[config.mk]
export PLATFORM = sky130hd
export DESIGN_NAME = tlpt_ctrl
export DESIGN_NICKNAME = d
export VERILOG_FILES = /design/src/rtl/tlpt_pkg.sv /design/src/rtl/tlpt_ctrl.sv
export VERILOG_INCLUDE_DIRS = /design/src /design/src/rtl
export SDC_FILE = /design/constraint.sdc
export NUM_CORES = 1
export LEC_CHECK = 0
export ABC_AREA = 1
export BUFFER_PORTS_ARGS = -buffer_cell sky130_fd_sc_hd__buf_2
export CORE_MARGIN = 1.5
export CORE_UTILIZATION = 50
export CTS_BUF_LIST = sky130_fd_sc_hd__clkbuf_16
export CTS_CLUSTER_DIAMETER = 120
export DETAILED_ROUTE_END_ITERATION = 8
export PLACE_DENSITY = 0.82
export SLEW_MARGIN = 20
export SYNTH_ARGS = -nofsm -noshare
export SYNTH_HDL_FRONTEND = slang
export SYNTH_SLANG_ARGS = --single-unit
[constraint.sdc]
create_clock -name clk -period 4.15 [get_ports clk]
set_clock_uncertainty 0.15 [all_clocks]
set_input_delay 0.2075 -clock clk [delete_from_list [all_inputs] [get_ports clk]]
set_output_delay 0.2075 -clock clk [all_outputs]
set_load 0.03 [all_outputs]
[src/rtl/assert_macros.svh]
// ----------------------------------------------------------------------------
// Assertion macros
// Shared concurrent assertion forms, clocked on clk and disabled in reset.
// ----------------------------------------------------------------------------
`ifndef ASSERT_MACROS_SVH
`define ASSERT_MACROS_SVH

// Checks a property at every rising clock edge outside reset.
`define ASSERT_ALWAYS(label, prop, msg) \
    label: assert property (@(posedge clk) disable iff (!rst_n) (prop)) else $error(msg);

// Checks that the consequent holds in the same cycle as the antecedent.
`define ASSERT_SAME(label, ante, cons, msg) \
    label: assert property (@(posedge clk) disable iff (!rst_n) (ante) |-> (cons)) \
        else $error(msg);

// Checks that the consequent holds in the cycle after the antecedent.
`define ASSERT_NEXT(label, ante, cons, msg) \
    label: assert property (@(posedge clk) disable iff (!rst_n) (ante) |=> (cons)) \
        else $error(msg);

`endif

[src/rtl/tlpt_pkg.sv]
// ----------------------------------------------------------------------------
// tlpt_pkg
// Types and constants of the two-level page table engine.
// ----------------------------------------------------------------------------
package tlpt_pkg;

    localparam int DIR_ENTRIES = 1024;
    localparam int TBL_ENTRIES = 1024;
    localparam int IDX_W       = 10;
    localparam int OFS_W       = 12;
    localparam int FLAG_W      = 6;
    localparam int FRAME_W     = 20;
    localparam int ENT_W       = FRAME_W + FLAG_W;
    localparam int FLAG_PRESENT_BIT = 0;
    localparam int FLAG_WRITE_BIT   = 1;

    typedef enum logic [2:0] {
        OP_MAP   = 3'd0,
        OP_UNMAP = 3'd1,
        OP_SETF  = 3'd2,
        OP_XLATE = 3'd3,
        OP_GETF  = 3'd4,
        OP_CHECK = 3'd5
    } op_t;

    typedef enum logic [1:0] {
        ST_DONE     = 2'd0,
        ST_UNMAPPED = 2'd1,
        ST_NO_SLOT  = 2'd2
    } status_t;

    typedef enum logic [1:0] {
        S_CLEAR,
        S_IDLE,
        S_DIR,
        S_ENT
    } fsm_t;

    typedef struct packed {
        logic [2:0]        operation;
        logic [31:0]       vaddr;
        logic [31:0]       paddr;
        logic [FLAG_W-1:0] flags;
        logic              wr_access;
        logic              is_user;
    } req_t;

    typedef struct packed {
        logic [1:0]        status;
        logic [31:0]       phys_out;
        logic [FLAG_W-1:0] flags_out;
        logic              accessible;
    } rsp_t;

endpackage

[src/rtl/tlpt_ctrl.sv]
// ----------------------------------------------------------------------------
// tlpt_ctrl
// Sequencer of the page table engine: clears the memories after reset, walks
// the directory and the table entry of each item, writes back and holds the
// result register.
// ----------------------------------------------------------------------------
`include "assert_macros.svh"

module tlpt_ctrl #(
    parameter int TABLE_SLOTS = 16,
    parameter int SLOT_W      = 4,
    parameter int ENT_AW      = 14,
    parameter int CNT_W       = 5
) (
    input  logic                    clk,
    input  logic                    rst_n,
    input  logic                    req_valid,
    output logic                    req_ready,
    input  tlpt_pkg::req_t          req,
    output logic                    rsp_valid,
    input  logic                    rsp_ready,
    output tlpt_pkg::rsp_t          rsp,
    output logic                    dir_we,
    output logic [tlpt_pkg::IDX_W-1:0] dir_waddr,
    output logic [SLOT_W:0]         dir_wdata,
    output logic                    dir_re,
    output logic [tlpt_pkg::IDX_W-1:0] dir_raddr,
    input  logic [SLOT_W:0]         dir_rdata,
    output logic                    ent_we,
    output logic [ENT_AW-1:0]       ent_waddr,
    output logic [tlpt_pkg::ENT_W-1:0] ent_wdata,
    output logic                    ent_re,
    output logic [ENT_AW-1:0]       ent_raddr,
    input  logic [tlpt_pkg::ENT_W-1:0] ent_rdata
);

    import tlpt_pkg::*;

    localparam logic [ENT_AW-1:0] CLR_LAST = ENT_AW'(TABLE_SLOTS * TBL_ENTRIES - 1);
    localparam logic [CNT_W-1:0]  SLOT_CNT = CNT_W'(TABLE_SLOTS);

    fsm_t               state_reg, state_next;
    logic [ENT_AW-1:0]  clr_reg, clr_next;
    logic [CNT_W-1:0]   used_reg, used_next;
    req_t               req_reg, req_next;
    logic               hit_reg, hit_next;
    logic [SLOT_W-1:0]  slot_reg, slot_next;
    logic               out_valid_reg, out_valid_next;
    rsp_t               out_data_reg, out_data_next;

    logic [IDX_W-1:0]   dir_idx;
    logic [IDX_W-1:0]   tbl_idx;
    logic               mapped;
    logic               fire;
    rsp_t               result;

    assign dir_idx = req_reg.vaddr[31:22];
    assign tbl_idx = req_reg.vaddr[21:12];
    assign mapped  = hit_reg && ent_rdata[FLAG_PRESENT_BIT];
    assign fire    = !out_valid_reg || rsp_ready;

    always_ff @(posedge clk or negedge rst_n)
    begin
        if (!rst_n)
        begin
            state_reg     <= S_CLEAR;
            clr_reg       <= '0;
            used_reg      <= '0;
            out_valid_reg <= 1'b0;
        end
        else
        begin
            state_reg     <= state_next;
            clr_reg       <= clr_next;
            used_reg      <= used_next;
            out_valid_reg <= out_valid_next;
        end
    end

    always_ff @(posedge clk)
    begin
        req_reg      <= req_next;
        hit_reg      <= hit_next;
        slot_reg     <= slot_next;
        out_data_reg <= out_data_next;
    end

    always_comb
    begin
        state_next     = state_reg;
        clr_next       = clr_reg;
        used_next      = used_reg;
        req_next       = req_reg;
        hit_next       = hit_reg;
        slot_next      = slot_reg;
        out_valid_next = out_valid_reg && !rsp_ready;
        out_data_next  = out_data_reg;
        req_ready      = 1'b0;
        dir_we         = 1'b0;
        dir_waddr      = dir_idx;
        dir_wdata      = '0;
        dir_re         = 1'b0;
        dir_raddr      = req.vaddr[31:22];
        ent_we         = 1'b0;
        ent_waddr      = {slot_reg, tbl_idx};
        ent_wdata      = '0;
        ent_re         = 1'b0;
        ent_raddr      = {dir_rdata[SLOT_W-1:0], tbl_idx};
        result         = '0;

        case (op_t'(req_reg.operation))
            OP_MAP:
            begin
                if (!hit_reg && used_reg >= SLOT_CNT)
                begin
                    result.status = ST_NO_SLOT;
                end
            end
            OP_UNMAP, OP_SETF, OP_GETF:
            begin
                if (!mapped)
                begin
                    result.status = ST_UNMAPPED;
                end
                else if (op_t'(req_reg.operation) == OP_GETF)
                begin
                    result.flags_out = ent_rdata[FLAG_W-1:0];
                end
            end
            OP_XLATE:
            begin
                if (!mapped)
                begin
                    result.status = ST_UNMAPPED;
                end
                else
                begin
                    result.phys_out = {ent_rdata[ENT_W-1:FLAG_W], req_reg.vaddr[OFS_W-1:0]};
                end
            end
            OP_CHECK:
            begin
                if (!mapped)
                begin
                    result.status = ST_UNMAPPED;
                end
                else
                begin
                    result.accessible = !req_reg.is_user
                        && (!req_reg.wr_access || ent_rdata[FLAG_WRITE_BIT]);
                end
            end
            default:
            begin
                result = '0;
            end
        endcase

        case (state_reg)
            S_CLEAR:
            begin
                ent_we    = 1'b1;
                ent_waddr = clr_reg;
                ent_wdata = '0;
                dir_we    = (clr_reg[ENT_AW-1:IDX_W] == '0);
                dir_waddr = clr_reg[IDX_W-1:0];
                dir_wdata = '0;
                clr_next  = clr_reg + ENT_AW'(1);
                if (clr_reg == CLR_LAST)
                begin
                    state_next = S_IDLE;
                end
            end
            S_IDLE:
            begin
                req_ready = 1'b1;
                if (req_valid)
                begin
                    req_next   = req;
                    dir_re     = 1'b1;
                    state_next = S_DIR;
                end
            end
            S_DIR:
            begin
                hit_next   = dir_rdata[SLOT_W];
                slot_next  = dir_rdata[SLOT_W-1:0];
                ent_re     = 1'b1;
                state_next = S_ENT;
            end
            S_ENT:
            begin
                if (fire)
                begin
                    out_valid_next = 1'b1;
                    out_data_next  = result;
                    state_next     = S_IDLE;
                    case (op_t'(req_reg.operation))
                        OP_MAP:
                        begin
                            ent_wdata = {req_reg.paddr[31:12], req_reg.flags};
                            if (hit_reg)
                            begin
                                ent_we = 1'b1;
                            end
                            else if (used_reg < SLOT_CNT)
                            begin
                                dir_we    = 1'b1;
                                dir_wdata = {1'b1, used_reg[SLOT_W-1:0]};
                                ent_we    = 1'b1;
                                ent_waddr = {used_reg[SLOT_W-1:0], tbl_idx};
                                used_next = used_reg + CNT_W'(1);
                            end
                        end
                        OP_UNMAP:
                        begin
                            ent_we    = mapped;
                            ent_wdata = {ent_rdata[ENT_W-1:1], 1'b0};
                        end
                        OP_SETF:
                        begin
                            ent_we    = mapped;
                            ent_wdata = {ent_rdata[ENT_W-1:FLAG_W], req_reg.flags};
                        end
                        default:
                        begin
                            ent_we = 1'b0;
                        end
                    endcase
                end
            end
            default:
            begin
                state_next = S_CLEAR;
            end
        endcase
    end

    assign rsp_valid = out_valid_reg;
    assign rsp       = out_data_reg;

    `ASSERT_ALWAYS(a_slots_bounded, used_reg <= SLOT_CNT, "slot count exceeds the pool")
    `ASSERT_SAME(a_no_result_in_clear, state_reg == S_CLEAR, !out_valid_reg,
                 "result valid during the clearing pass")
    `ASSERT_NEXT(a_accept_walks, req_valid && req_ready, state_reg == S_DIR,
                 "accepted item did not start the directory read")
    `ASSERT_NEXT(a_alloc_counts, state_reg == S_ENT && dir_we,
                 used_reg == $past(used_reg) + CNT_W'(1),
                 "directory allocation did not advance the slot count")
    `ASSERT_NEXT(a_stall_holds, state_reg == S_ENT && out_valid_reg && !rsp_ready,
                 state_reg == S_ENT && $stable(used_reg),
                 "item completed while the result register was blocked")

endmodule

# Word-level counts from Yosys, hierarchy flattened
# Index checks and enable logic that the tools add are counted.
# totals
out_inout_bits	126
regBits	143
wordCells	93
in_bits	110
# classes
mux	36
bitwise	1
addsub	2
eq_ne	12
magnitude_cmp	2
reduce_logical	24
# ops
cell	n
case mux 26 bit (3 select lines)	1
2-to-1 mux 14 bit	4
2-to-1 mux 26 bit	2
case mux 14 bit (2 select lines)	1
2-to-1 mux 5 bit	5
adder 14 x 1 -> 14 bit, second input constant	1
equality test 14 bit, second input constant	1
2-to-1 mux 1 bit	13
2-to-1 mux 10 bit	1
2-to-1 mux 2 bit	4
case mux 2 bit (4 select lines)	1
AND reduction 2 bit	4
equality test 3 x 2 -> 1 bit, second input constant	2
equality test 3 bit, second input constant	2
inequality test 2 bit, second input constant	3
case mux 1 bit (2 select lines)	3
AND reduction 3 bit	2
adder 5 x 1 -> 5 bit, second input constant	1
greater-or-equal comparator 5 bit, second input constant	1
logical NOT 1 bit	5
< comparator 5 bit, second input constant	1
AND reduction 5 bit	1
OR reduction 5 bit	1
equality test 2 bit, second input constant	2
11 further kinds	15

# Depth between registers and ports, before layout
# Gate-level depths: netlist (run 1).
# depth
ltp_word	6
mapped_depth	10

# Worst setup path after synthesis (run 1)
# OpenSTA, ideal clock, no wires.
# synth_path
path_kind	flip-flop to flip-flop
startpoint	register state_reg[1]
endpoint	register req_reg, in the netlist dir_idx[0], enable pin
path_stages_with_launch	5
path_buffers	0
arrival_time_ns	2.338
slack_ns	1.236
synth_period_minus_slack_ns	2.914
path_cell_list	dfrtp_1 -> inv_1 -> ha_1 -> nand2_1 -> inv_1
# synth_via
elab_chain_len	2
# synth_rtl
item	line_no	source
from (decl)	tlpt_ctrl.sv:42	fsm_t state_reg, state_next;
from (signal assigned)	tlpt_ctrl.sv:73	state_reg <= state_next;
equality test 2 x 1 -> 1 bit	tlpt_ctrl.sv:159	case (state_reg)
AND reduction 2 bit (no source line)	-	
to (signal assigned)	tlpt_ctrl.sv:82	req_reg <= req_next;
to (decl)	tlpt_ctrl.sv:45	req_t req_reg, req_next;
# No other way between the ends.
# A chain may end at the register's enable or synchronous reset.

# Worst setup path after layout (run 1)
# layout_path
startpoint	register state_reg[0]
endpoint	output ent_wdata[15] in the netlist's numbering
# layout_via
elab_chain_len	2
# layout_rtl
item	line_no	source
equality test 2 bit	tlpt_ctrl.sv:159	
2-to-1 mux 26 bit	tlpt_ctrl.sv:159	
to (decl)	tlpt_ctrl.sv:31	output logic [tlpt_pkg::ENT_W-1:0] ent_wdata,
# No other way between the ends.

==> results of run 1 <==
==> layer usage <==
layer / up-vias / global-route usage / part of all wire / wire, µm
met5: - / 0 / 0 / 0
met4: 0 / 0.135 / 0.036 / 603
met1: 2408 / 0.284 / 0.37 / 6230
met2: 301 / 0.500 / 0.52 / 8790
met3: 56 / 0.0838 / 0.071 / 1200
li1: 2392 / - / - / -
==> critical path: cells and delay by family, from the launching register on <==
kind,cells,cell delay [ps]
buffers and inverters,4,1060
flip-flops,1,430
AND/OR/NAND/NOR,2,270
adder cells (fa/ha/maj),1,650
==> kinds of logic (layout without fill, tap and decap cells) <==
| logic type | after synthesis | in the layout | synth area share |
|---|---|---|---|
| AO/OA/AOI/OAI | 59 | 59 | 0.0529 |
| XOR/XNOR | 14 | 14 | 0.0208 |
| adder cells (fa/ha/maj) | 7 | 7 | 0.0149 |
| buffers and inverters | 132 | 448 | 0.106 |
| flip-flops | 131 | 131 | 0.649 |
| AND/OR/NAND/NOR | 221 | 221 | 0.157 |
==> layout make-up <==
cell class | count | area (µm²) | share of cell area
clock buffers | 17 | 425 | 0.0502
clock inverters | 15 | 148 | 0.0174
well taps | 143 | 179 | 0.0211
multi-input cells | 301 | 1450 | 0.171
flip-flops and latches | 131 | 3820 | 0.451
repair buffers | 324 | 2110 | 0.249
inverters | 92 | 347 | 0.0409
==> synthesized netlist by cell type (all sizes together), types with 4 or more instances <==
| master | number | share of area |
|---|---|---|
| inv | 91 | 0.058 |
| nand3 | 16 | 0.017 |
| edfxtp | 109 | 0.56 |
| nand2 | 135 | 0.089 |
| buf | 37 | 0.045 |
| xor2 | 10 | 0.015 |
| nor2 | 64 | 0.045 |
| dfrtp | 22 | 0.093 |
| o21ai | 48 | 0.042 |
| ha | 7 | 0.015 |
| xnor2 | 4 | 0.0059 |
| a21oi | 7 | 0.0059 |
==> power by group through the flow <==
| stage | Sequential [mW] | Combinational (mW) | Clock [mW] |
|---|---|---|---|
| final | 1.42 | 0.164 | 1.46 |
| after global routing | 1.42 | 0.172 | 1.54 |
| after CTS | 1.42 | 0.156 | 1.47 |
| after detailed placement | 1.45 | 0.0853 | 0 |
| after global placement | 1.45 | 0.0822 | 0 |
| after floorplan | 1.45 | 0.0351 | 0 |
==> worst paths after layout <==
path | startpoint | end | slack [ps] | depth (start not counted)
max reg2reg | state_reg[0] | rsp[17] | 1400 | 5
min | req_valid | state_reg[1] | 100 | 5
max | state_reg[0] | ent_wdata[15] | 950 | 7
max in group asynchronous | rst_n | clr_reg[13] | 3350 | 2
min in group asynchronous | rst_n | used_reg[0] | 140 | 2
min reg2reg | clr_reg[6] | clr_reg[6] | 360 | 1
==> run_summary.xml, run 1 <==
<?xml version="1.0" encoding="UTF-8"?>
<metrics>
  <group name="route">
    <metric name="drcViolationCount" unit="">0</metric>
    <metric name="drt-initial-drc-count" unit="">397</metric>
    <metric name="via_per_inst" unit="">5.04</metric>
    <metric name="ant_nets" unit="">0</metric>
    <metric name="wl" unit="µm">16800</metric>
    <metric name="route.vias.total" unit="">5157</metric>
    <metric name="detail_route.wl_per_cell" unit="µm">16.4</metric>
    <metric name="firstDrtPassIters" unit="">5</metric>
  </group>
  <group name="power">
    <metric name="share_seq_of_total_power" unit="">0.467</metric>
    <metric name="p_comb_frac" unit="">0.054</metric>
    <metric name="static-leakage-power" unit="nW">4.28</metric>
    <metric name="power_switching" unit="µW">599</metric>
    <metric name="power.density_cell_area" unit="mW/mm²">359</metric>
    <metric name="total_power" unit="mW">3.04</metric>
    <metric name="clkPwrFrac" unit="">0.479</metric>
    <metric name="p_int" unit="mW">2.44</metric>
    <metric name="swShare" unit="">0.197</metric>
    <metric name="maximum_vdd_ir_drop" unit="V">0.000337</metric>
  </group>
  <group name="yosys">
    <metric name="synth_enable_flop_cells" unit="">109</metric>
    <metric name="synth.yosys.seq_area_share" unit="">0.649</metric>
    <metric name="mappedNetlistNets" unit="">681</metric>
    <metric name="synth-seq-cells" unit="">131</metric>
    <metric name="postSynth.asyncResetShare" unit="">0.168</metric>
    <metric name="synth_top_flop_cell" unit="">edfxtp_1</metric>
    <metric name="synth_area_per_cell" unit="µm²">10.5</metric>
    <metric name="ys_warn_count" unit="">0</metric>
    <metric name="post_synth_num_cell_types" unit="">31</metric>
    <metric name="synthesis.instances" unit="">564</metric>
    <metric name="cell_area_synth" unit="mm²">0.00589</metric>
  </group>
  <group name="sta">
    <metric name="hold_ws" unit="ps">104</metric>
    <metric name="report.final.hold_viol_count" unit="">0</metric>
    <metric name="setup_repair_after_global_routing_missed_its_margin" unit="">false</metric>
    <metric name="setup-tns-final" unit="ps">0</metric>
    <metric name="timing.final.crit_period" unit="ps">3200</metric>
    <metric name="report.final.setup_viol" unit="">0</metric>
    <metric name="fin_ws" unit="ps">946</metric>
    <metric name="timing.fmax" unit="MHz">312</metric>
    <metric name="finalCritPeriodShare" unit="">0.772</metric>
    <metric name="worst_slew_pin_slew" unit="ps">738</metric>
    <metric name="maxSlewViolCount" unit="">0</metric>
    <metric name="max_slew_margin" unit="">0.507</metric>
  </group>
  <group name="clocking">
    <metric name="cts.repair.resized" unit="">0</metric>
    <metric name="clock-sinks" unit="">131</metric>
    <metric name="tritoncts" unit="">done</metric>
    <metric name="worst_skew_pair.late_latency" unit="ps">420</metric>
    <metric name="cts_made_buffers" unit="">17</metric>
    <metric name="post_cts.repair.setup_buffers" unit="">0</metric>
    <metric name="clock_tree.buffer_depth" unit="">2</metric>
    <metric name="number_of_buffers_inserted_by_hold_repair_at_cts" unit="">95</metric>
    <metric name="cts-root-buf" unit="">clkbuf_16</metric>
    <metric name="htree_levels" unit="">4</metric>
    <metric name="clkSlewWorstSetupHoldPaths" unit="ps">50</metric>
  </group>
  <group name="critical_path">
    <metric name="critPathMostFrequentCell" unit="">nand2_1</metric>
    <metric name="cp_max_fo" unit="">26</metric>
    <metric name="crit_path_capture_type" unit="">output port</metric>
    <metric name="cp_data_required_time" unit="ps">3790</metric>
    <metric name="timing.critical_path.from_type" unit="">register</metric>
    <metric name="cp_data_arrival_time" unit="ps">2850</metric>
    <metric name="worst_path_max_delay_cell" unit="">ha_1</metric>
    <metric name="timing.critical_path.slowest_cell_delay" unit="ps">650</metric>
    <metric name="worst-setup-path-type" unit="">register to output port</metric>
    <metric name="cells_along_the_critical_path" unit="">ha_1 &gt; nand2_1 &gt; inv_2 &gt; buf_4 &gt; nand2_1 &gt; inv_1 &gt; buf_2</metric>
  </group>
  <group name="floorplanning">
    <metric name="io_pins" unit="">236</metric>
    <metric name="core_region_area" unit="mm²">0.0115</metric>
    <metric name="starting_density_of_the_core" unit="">0.514</metric>
    <metric name="floorplan.die.height" unit="µm">112</metric>
    <metric name="floorplan.die.width" unit="µm">112</metric>
    <metric name="die_area" unit="mm²">0.0124</metric>
    <metric name="std_cell_rows" unit="">39</metric>
  </group>
  <group name="finish">
    <metric name="area.growth.synth_to_final" unit="%">43.9</metric>
    <metric name="antenna_cells" unit="">0</metric>
    <metric name="final_layout_size_suffix_gt1_frac" unit="">0.314</metric>
    <metric name="flip_flop_count_of_the_largest_register_all_copies_and_words_added" unit="">43</metric>
    <metric name="most_common_cell_after_layout_fill_and_taps_aside" unit="">buf_2</metric>
    <metric name="fillerInstances" unit="">688</metric>
    <metric name="num-nets-final" unit="">984</metric>
    <metric name="postLayoutCoreUtil" unit="">0.740</metric>
    <metric name="mostFrequentLayoutCells" unit="">223 x buf_2, 130 x nand2_1, 109 x edfxtp_1</metric>
    <metric name="final_cell_area" unit="mm²">0.00848</metric>
    <metric name="layout.cells.non_filler" unit="">1023</metric>
  </group>
  <group name="placement">
    <metric name="gp_congestion" unit="">0.869</metric>
    <metric name="place_hpwl" unit="µm">10100</metric>
    <metric name="buffer_ports.inserted" unit="">223</metric>
    <metric name="placed_cell_areas" unit="mm²">0.00696</metric>
    <metric name="place_worst_setup_slack" unit="ps">1460</metric>
    <metric name="placed_cells" unit="">896</metric>
  </group>
  <group name="status">
    <metric name="run_status" unit="">complete, no violations</metric>
  </group>
  <group name="grt">
    <metric name="grt_start_max_net_pins" unit="">34</metric>
    <metric name="antenna_found_initial" unit="">0</metric>
    <metric name="first_global_vias" unit="">5338</metric>
    <metric name="grt.overflow.total" unit="">0</metric>
    <metric name="grt_first_pass_wirelength" unit="µm">26100</metric>
    <metric name="global_route.usage.total" unit="">0.274</metric>
  </group>
  <group name="job">
    <metric name="cap_viol_max_count" unit="">0</metric>
  </group>
  <group name="worst_hold_path">
    <metric name="hp-class" unit="">primary input to register</metric>
  </group>
</metrics>
(Power assumes the default switching activity.)
==> run 2, diff against run 1 <==
--- a/config.mk
+++ b/config.mk
@@ -9,11 +9,11 @@
 export ABC_AREA = 1
 export BUFFER_PORTS_ARGS = -buffer_cell sky130_fd_sc_hd__buf_2
 export CORE_MARGIN = 1.5
-export CORE_UTILIZATION = 50
+export CORE_UTILIZATION = 44
 export CTS_BUF_LIST = sky130_fd_sc_hd__clkbuf_16
 export CTS_CLUSTER_DIAMETER = 120
 export DETAILED_ROUTE_END_ITERATION = 8
-export PLACE_DENSITY = 0.82
+export PLACE_DENSITY = 0.77
 export SLEW_MARGIN = 20
 export SYNTH_ARGS = -nofsm -noshare
 export SYNTH_HDL_FRONTEND = slang
==> constraint.sdc (replaced) <==
create_clock -name clk -period 2.9 [get_ports clk]
set_clock_uncertainty 0.15 [all_clocks]
set_input_delay 0.145 -clock clk [delete_from_list [all_inputs] [get_ports clk]]
set_output_delay 0.145 -clock clk [all_outputs]
set_load 0.03 [all_outputs]
==> run_summary.xml, run 2 (synthesis results as in run 1) <==
<?xml version="1.0" encoding="UTF-8"?>
<metrics>
  <group name="critical_path">
    <metric name="crit_path_capture_type" unit="">output port</metric>
    <metric name="timing.critical_path.from_type" unit="">register</metric>
    <metric name="buffering_stage_count_on_the_worst_path_with_inverters_included" unit="">3</metric>
    <metric name="cp_max_fo" unit="">24</metric>
    <metric name="path_delay_family" unit="">adder cells</metric>
    <metric name="worst_path_max_delay_cell" unit="">ha_1</metric>
    <metric name="cells_along_the_critical_path" unit="">inv_1 &gt; ha_1 &gt; inv_1 &gt; o21ai_2 &gt; nand2_1 &gt; nand2_1 &gt; buf_2</metric>
    <metric name="worst-setup-path-type" unit="">register to output port</metric>
    <metric name="cp_data_required_time" unit="ps">2610</metric>
    <metric name="cp_data_arrival_time" unit="ps">2380</metric>
    <metric name="timing.critical_path.slowest_cell_delay" unit="ps">730</metric>
  </group>
  <group name="placement">
    <metric name="place_hpwl" unit="µm">9800</metric>
    <metric name="place_worst_setup_slack" unit="ps">716</metric>
    <metric name="gp_congestion" unit="">0.783</metric>
    <metric name="buffer_ports.inserted" unit="">223</metric>
  </group>
  <group name="sta">
    <metric name="worst_slew_pin_slew" unit="ps">678</metric>
    <metric name="setup_repair_after_global_routing_missed_its_margin" unit="">false</metric>
    <metric name="report.final.setup_viol" unit="">0</metric>
    <metric name="setup-tns-final" unit="ps">0</metric>
    <metric name="timing.final.crit_period" unit="ps">2670</metric>
    <metric name="timing.fmax" unit="MHz">374</metric>
    <metric name="max_slew_margin" unit="">0.548</metric>
    <metric name="maxSlewViolCount" unit="">0</metric>
    <metric name="fin_ws" unit="ps">228</metric>
    <metric name="report.final.hold_viol_count" unit="">0</metric>
    <metric name="finalCritPeriodShare" unit="">0.922</metric>
  </group>
  <group name="power">
    <metric name="power.density_cell_area" unit="mW/mm²">519</metric>
    <metric name="maximum_vdd_ir_drop" unit="V">0.000368</metric>
    <metric name="static-leakage-power" unit="nW">4.29</metric>
  </group>
  <group name="route">
    <metric name="firstDrtPassIters" unit="">5</metric>
    <metric name="ant_nets" unit="">0</metric>
    <metric name="drcViolationCount" unit="">0</metric>
    <metric name="route.vias.total" unit="">4961</metric>
    <metric name="wl" unit="µm">15800</metric>
    <metric name="detail_route.wl_per_cell" unit="µm">15.0</metric>
    <metric name="drt-initial-drc-count" unit="">299</metric>
    <metric name="via_per_inst" unit="">4.70</metric>
  </group>
  <group name="floorplanning">
    <metric name="std_cell_rows" unit="">42</metric>
    <metric name="floorplan.die.width" unit="µm">119</metric>
    <metric name="starting_density_of_the_core" unit="">0.449</metric>
    <metric name="io_pins" unit="">236</metric>
    <metric name="core_region_area" unit="mm²">0.0131</metric>
    <metric name="floorplan.die.height" unit="µm">119</metric>
    <metric name="die_area" unit="mm²">0.0141</metric>
  </group>
  <group name="grt">
    <metric name="first_global_vias" unit="">5043</metric>
    <metric name="grt_start_max_net_pins" unit="">64</metric>
    <metric name="grt.overflow.total" unit="">0</metric>
    <metric name="antenna_found_initial" unit="">0</metric>
    <metric name="global_route.usage.total" unit="">0.231</metric>
    <metric name="grt_first_pass_wirelength" unit="µm">25000</metric>
  </group>
  <group name="clocking">
    <metric name="clkSlewWorstSetupHoldPaths" unit="ps">60</metric>
    <metric name="clock_tree.buffer_depth" unit="">2</metric>
    <metric name="clock-sinks" unit="">131</metric>
    <metric name="worst_skew_pair.late_latency" unit="ps">410</metric>
    <metric name="cts-root-buf" unit="">clkbuf_16</metric>
    <metric name="cts_made_buffers" unit="">17</metric>
    <metric name="post_cts.repair.setup_buffers" unit="">0</metric>
    <metric name="tritoncts" unit="">done</metric>
    <metric name="htree_levels" unit="">4</metric>
  </group>
  <group name="finish">
    <metric name="final_layout_size_suffix_gt1_frac" unit="">0.319</metric>
    <metric name="area.growth.synth_to_final" unit="%">45.6</metric>
    <metric name="fillerInstances" unit="">989</metric>
    <metric name="postLayoutCoreUtil" unit="">0.653</metric>
    <metric name="regArea" unit="mm²">0.00382</metric>
    <metric name="most_common_cell_after_layout_fill_and_taps_aside" unit="">buf_2</metric>
    <metric name="area_taken_by_multi_input_logic_gates" unit="mm²">0.00145</metric>
    <metric name="mostFrequentLayoutCells" unit="">223 x buf_2, 130 x nand2_1, 109 x edfxtp_1</metric>
    <metric name="num-nets-final" unit="">984</metric>
    <metric name="flip_flop_count_of_the_largest_register_all_copies_and_words_added" unit="">43</metric>
    <metric name="antenna_cells" unit="">0</metric>
  </group>
  <group name="status">
    <metric name="run_status" unit="">complete, no violations</metric>
  </group>
  <group name="worst_hold_path">
    <metric name="hp-class" unit="">primary input to register</metric>
  </group>
  <group name="job">
    <metric name="cap_viol_max_count" unit="">0</metric>
  </group>
</metrics>
==> run 2: changes by cell type in the layout (fill, tap and decap cells not counted), sizes merged <==
cell	before	now
clkinv	10	5
inv	92	96
clkinvlp	2	3
==> run 2: cell type report <==
| type | instances | share of cell area |
|---|---|---|
| Clock buffer | 17 | 0.0496 |
| Clock inverter | 15 | 0.0210 |
| Inverter | 92 | 0.0408 |
| Multi-Input combinational cell | 301 | 0.169 |
| Sequential cell | 131 | 0.445 |
| Tap cell | 176 | 0.0257 |
| Timing Repair Buffer | 324 | 0.249 |
==> run 2: worst reg2reg max path: cells and delay by family (launching register included) <==
kind | cells | cell delay [ps]
buffers and inverters | 3 | 980
DFF | 1 | 390
and+or+nand+nor | 1 | 100
adders and majority gates | 1 | 210
==> run 2: report_power, final <==
| group | leakage [nW] | internal [mW] | total [mW] | switching, mW |
|---|---|---|---|---|
| sequential | 1.36 | 2.03 | 2.03 | 0.0000000000000000283 |
| clock | 0.296 | 1.36 | 2.19 | 0.830 |
| combinational | 2.63 | 0.141 | 0.231 | 0.0908 |
==> run 2: worst paths after layout <==
kind | from | to | slack, ps | depth (start not counted)
max in group asynchronous | rst_n | clr_reg[9] | 2160 | 2
hold reg to reg | clr_reg[6] | clr_reg[6] | 350 | 1
setup / recovery | state_reg[0] | ent_waddr[10] | 230 | 7
min in group asynchronous | rst_n | clr_reg[8] | 80 | 2
hold / removal | req_valid | state_reg[0] | 40 | 5
setup reg to reg | state_reg[1] | req_reg[22] | 800 | 5
==> run 2: routing by layer <==
metal	vias to the layer above	track usage	wire length [µm]
li1	2393	-	-
met1	2324	0.259	6180
met2	220	0.422	8340
met3	24	0.0623	1050
met4	0	0.0828	242
met5	-	0	0
==> run 2: stage by stage <==
| stage | std cells | hold WS (ps) | power (mW) | instance area [µm²] |
|---|---|---|---|---|
| 2_1_floorplan | 564 | -301 | 2.12 | 5900 |
| 3_3_place_gp | 929 | -3.32 | 2.19 | 7030 |
| 3_5_place_dp | 929 | -0.824 | 2.19 | 7030 |
| 4_1_cts | 1056 | 19.1 | 4.47 | 8580 |
| 5_1_grt | 1056 | 45.9 | 4.59 | 8580 |
| 6_report | 1056 | 43.1 | 4.45 | 8580 |
==> run 2: repair_timing <==
item                      in CTS  in global routing
hold buffers                  95                  0
resized for setup              0                  0
hold endpoints to repair     116                  0
